==> src/hw/rtl/qtrm_pkg.sv <==
// Shared types and constants for the quaternion to rotation matrix core.
package qtrm_pkg;

	// Component and output fraction widths.
	localparam int COMPONENT_BITS = 16;
	localparam int FRACTION_BITS  = 14;
	// Output entry width, Q1.FRACTION_BITS signed.
	localparam int OUT_BITS       = FRACTION_BITS + 2;
	// Norm and magnitude width: n reaches 2^(2*COMPONENT_BITS).
	localparam int NORM_BITS      = 2 * COMPONENT_BITS + 1;
	// Division steps: integer bit, fraction bits and the rounding bit.
	localparam int DIV_STEPS      = FRACTION_BITS + 2;
	// Number of matrix entries.
	localparam int ENTRIES        = 9;

	typedef struct packed {
		logic signed [COMPONENT_BITS-1:0] quat_w;
		logic signed [COMPONENT_BITS-1:0] quat_x;
		logic signed [COMPONENT_BITS-1:0] quat_y;
		logic signed [COMPONENT_BITS-1:0] quat_z;
	} quat_t;

	typedef struct packed {
		logic signed [OUT_BITS-1:0] m00;
		logic signed [OUT_BITS-1:0] m01;
		logic signed [OUT_BITS-1:0] m02;
		logic signed [OUT_BITS-1:0] m10;
		logic signed [OUT_BITS-1:0] m11;
		logic signed [OUT_BITS-1:0] m12;
		logic signed [OUT_BITS-1:0] m20;
		logic signed [OUT_BITS-1:0] m21;
		logic signed [OUT_BITS-1:0] m22;
		logic                       zero_norm;
	} mat_t;

	// Classified item handed from the front to the back.
	typedef struct packed {
		logic                                zero;
		logic [NORM_BITS-1:0]                n;
		logic [ENTRIES-1:0]                  neg;
		logic [ENTRIES-1:0][NORM_BITS-1:0]   mag;
	} cls_t;

endpackage

==> src/hw/rtl/qtrm_fifo.sv <==
// Two-entry queue of classified items between the front and the back.
module qtrm_fifo import qtrm_pkg::*; (
	input  logic clk,
	input  logic arst_n,
	input  logic wr,
	input  cls_t wdata,
	output logic full,
	input  logic rd,
	output logic nempty,
	output cls_t rdata
);

	cls_t       mem_q [2];
	logic       wptr_q, rptr_q;
	logic [1:0] cnt_q;

	assign full   = (cnt_q == 2'd2);
	assign nempty = (cnt_q != 2'd0);
	assign rdata  = mem_q[rptr_q];

	// Pointers and fill count.
	always_ff @(posedge clk or negedge arst_n) begin
		if (!arst_n) begin
			wptr_q <= 1'b0;
			rptr_q <= 1'b0;
			cnt_q  <= 2'd0;
		end else begin
			if (wr) wptr_q <= ~wptr_q;
			if (rd) rptr_q <= ~rptr_q;
			cnt_q <= cnt_q + 2'(wr) - 2'(rd);
		end
	end

	always_ff @(posedge clk) begin
		if (wr) mem_q[wptr_q] <= wdata;
	end

endmodule

==> config.mk <==
export PLATFORM = sky130hd
export DESIGN_NAME = qtrm_fifo
export DESIGN_NICKNAME = d
export VERILOG_FILES = /design/src/hw/rtl/qtrm_pkg.sv /design/src/hw/rtl/qtrm_fifo.sv
export SDC_FILE = /design/constraint.sdc
export NUM_CORES = 1
export LEC_CHECK = 0
export ABC_CLOCK_PERIOD_IN_PS = 25100
export BUFFER_PORTS_ARGS = -buffer_cell sky130_fd_sc_hd__buf_2
export CORE_AREA = 2 2 266 268
export DETAILED_ROUTE_END_ITERATION = 10
export DIE_AREA = 0 0 268 270
export SETUP_SLACK_MARGIN = 0.3
export SYNTH_ARGS = -nofsm -noshare
export SYNTH_HDL_FRONTEND = slang
export SYNTH_SLANG_ARGS = --single-unit
==> constraint.sdc <==
create_clock -name clk -period 25.1 [get_ports clk]
set_input_delay 2.51 -clock clk [delete_from_list [all_inputs] [get_ports clk]]
set_output_delay 2.51 -clock clk [all_outputs]
set_load 0.005 [all_outputs]
==> out/qor.yml <==
routing:
  detail_route.vias_per_cell: 4.55
  wl_met1_mm: 20.4
  dr.pass1.iters: 5
  wl_met3_mm: 6.83
  antenna_left: 0
  drc_errors: 0
  dr_wl_met2_mm: 29.8
  top_layer_used: "met5"
  drt-initial-drc-count: 830
  vias: 12800
  wirelength_mm: 59.3
  wl_per_cell_um: 21.1
power:
  ir_worst_vdd_mv: 0.0958
  internal_power_mw: 2.70
  p_total_mw: 3.69
  swShare: 0.269
  pwr-share-comb: 0.287
  p_leak_nw: 13.0
  switchingPower_mw: 0.992
  power_density_mw_per_mm2: 113
  power_frac_seq: 0.433
  pwr-share-clk: 0.280
grt:
  grt_pass1_vias: 13600
  antenna_found_initial: 30
  grt_overflow_total: 0
  grt_max_degree: 168
  grt_pass1_wl_mm: 85.0
  grt_usage: 0.159
sta:
  relSlewSlack: 0.157
  whs_ns: 0.567
  drv_slew: 0
  finClkSkew_ns: 0.0214
  tns_ns: 0
  layout_setup_ws_ns: 17.56
  setup_viol: 0
  fin_crit_sh: 0.300
  period_needed_ns: 7.54
  worst_pin_slew_ns: 1.26
  rsz0062_at_grt: "false"
  timing.fmax_mhz: 133
  hold_violations: 0
clock_network:
  htreeDepth: 3
  max-clock-path-buffers: 3
  cts_tree: "yes"
  clock-root-buffer: "clkbuf_16"
  ctsResizeCount: 0
  cts_buffers: 74
  hold_buffers: 0
  clock_latency_ns: 0.60
  clkSinkCount: 684
  path_clk_slew_ns: 0.06
  post-cts-setup-buffers: 0
floorplan:
  num_io_pins: 686
  rows: 97
  die_height_um: 270
  initial_utilization: 0.374
  die_x_um: 268
  fp.dieArea_mm2: 0.0724
  core_mm2: 0.0695
layout:
  multiInputGateArea_mm2: 0.00502
  nFillCells: 5953
  final_common_cell: "buf_2"
  nets: 2154
  mostFrequentLayoutCells: "buf_2 (685), edfxtp_1 (680), mux2_4 (290)"
  stdcell_count: 2817
  drive_above_1_share: 0.611
  register_area_mm2: 0.0205
  synthToLayoutAreaGrowth_pct: 25.4
setup_path:
  crit_arrival_ns: 5.03
  path_max_fanout: 63
  cp_slowest_cell: "dfrtp_4"
  path_cells: "buf_4 > buf_4 > buf_4 > mux2_4 > buf_2"
  startpoint: "rptr_q"
  critical_path.max_stage_delay_ns: 1.15
  required_ns: 22.59
  cp_common_cell: "buf_4"
  reg2regPathDepth: 4
  crit_type: "reg2out"
  rr_endpoint: "mem_q[0][284]"
  reg2reg_from: "wptr_q"
  critPathLaunchType: "register"
  ff2ff_setup_slack_ns: 21.08
  worstSetupEndpointType: "output port"
  endpoint: "rdata[285]"
synth:
  synth_compound_area_frac: 0
  synth_top_family_by_area: "multiplexers"
  yosysSeqAreaShare: 0.789
  synth-simple-area-share: 0.000962
  synth_fa_ha_area_frac: 0.000962
  synth_area_leaders: "edfxtp_1 (79%), mux2_4 (17%), mux2_2 (2.2%), buf_8 (1.2%), buf_6 (0.52%)"
  yosys.area.top_type: "edfxtp_1"
  synth_mux_area_frac: 0.189
  synth_xor_area_frac: 0.00159
  synth.ff_latch_count: 684
  synthDistinctLibCells: 14
  synth_top_area_share: 0.785
  syn_inst: 1073
  netlist_area_mm2: 0.0260
  syn_area_per_cell_um2: 24.2
  synth_warnings: 0
  syn_nets: 1419
hold_path:
  hold-path-cell-count: 1
  worstHoldStart: "wptr_q"
  hp-class: "reg2reg"
placed_design:
  place_worst_setup_slack_ns: 18.11
  placement.io_buffers: 685
  dp.cells: 2672
  dp_hpwl_mm: 41.7
  routabilityCongestion: 0.783
job:
  maxCapViolations: 0
run_status:
  status: "finished clean"
## power groups by stage
| stage | sequential [mW] | combinational, mW | clock (mW) |
|---|---|---|---|
| floorplan | 1.69 | 0.735 | 0 |
| global placement | 1.61 | 1.08 | 0 |
| detailed placement | 1.62 | 1.08 | 0 |
| CTS | 1.60 | 1.09 | 1.07 |
| global route | 1.62 | 1.14 | 1.11 |
| finish | 1.60 | 1.06 | 1.03 |
## logic make-up after synthesis
kind of cell,Yosys count
xor gates and xnor gates,3
adders and majority gates,2
buffers and inverters,40
DFF,684
muxes,340
and+or+nand+nor,4
## per-stage QoR
stage | area (µm²) | utilization
finish | 32600 | 0.469
global placement | 30300 | 0.435
CTS | 32600 | 0.469
detailed placement | 30300 | 0.435
global route | 32600 | 0.469
floorplan | 26000 | -
## registers in the layout, indices dropped and copies added, names as in the netlist
| signal | cells |
|---|---|
| mem_q | 680 |
| cnt_q | 2 |
| rptr_q | 1 |
| wptr_q | 1 |
## worst min path at each step
| stage | endpoint | slack, ns |
|---|---|---|
| finish | wptr_q | 0.57 |
| global route | wptr_q | 0.58 |
| CTS | wptr_q | 0.57 |
| detailed placement | wptr_q | 0.54 |
| global placement | wptr_q | 0.53 |
| floorplan | wptr_q | 0.46 |
## cells in the mapped netlist
cell type	n
and2_1	1
buf_2	5
buf_6	12
buf_8	21
dfrtp_1	4
edfxtp_1	680
ha_1	2
inv_1	2
mux2_2	50
mux2_4	290
nor2b_1	2
or2_2	1
xor2_1	2
xor3_1	1
## area by class of cell
type	instances	share of cell area
Sequential cell	684	0.629
Multi-Input combinational cell	349	0.154
Timing Repair Buffer	697	0.109
Clock buffer	97	0.0610
Tap cell	940	0.0360
Clock inverter	32	0.0100
Antenna cell	16	0.00123
Inverter	2	0.000230
## worst max-delay path: cells and delay by family, from the launching register on
kind | cells | cell delay (ns)
multiplexers | 1 | 0.36
flip-flops | 1 | 1.15
buffers and inverters | 4 | 2.68
## metal layers
layer | vias to the layer above | track usage
met5 | - | 0
met4 | 28 | 0.0709
met3 | 134 | 0.0787
met2 | 514 | 0.272
met1 | 6331 | 0.161
li1 | 5808 | -
(Power assumes the default switching activity.)
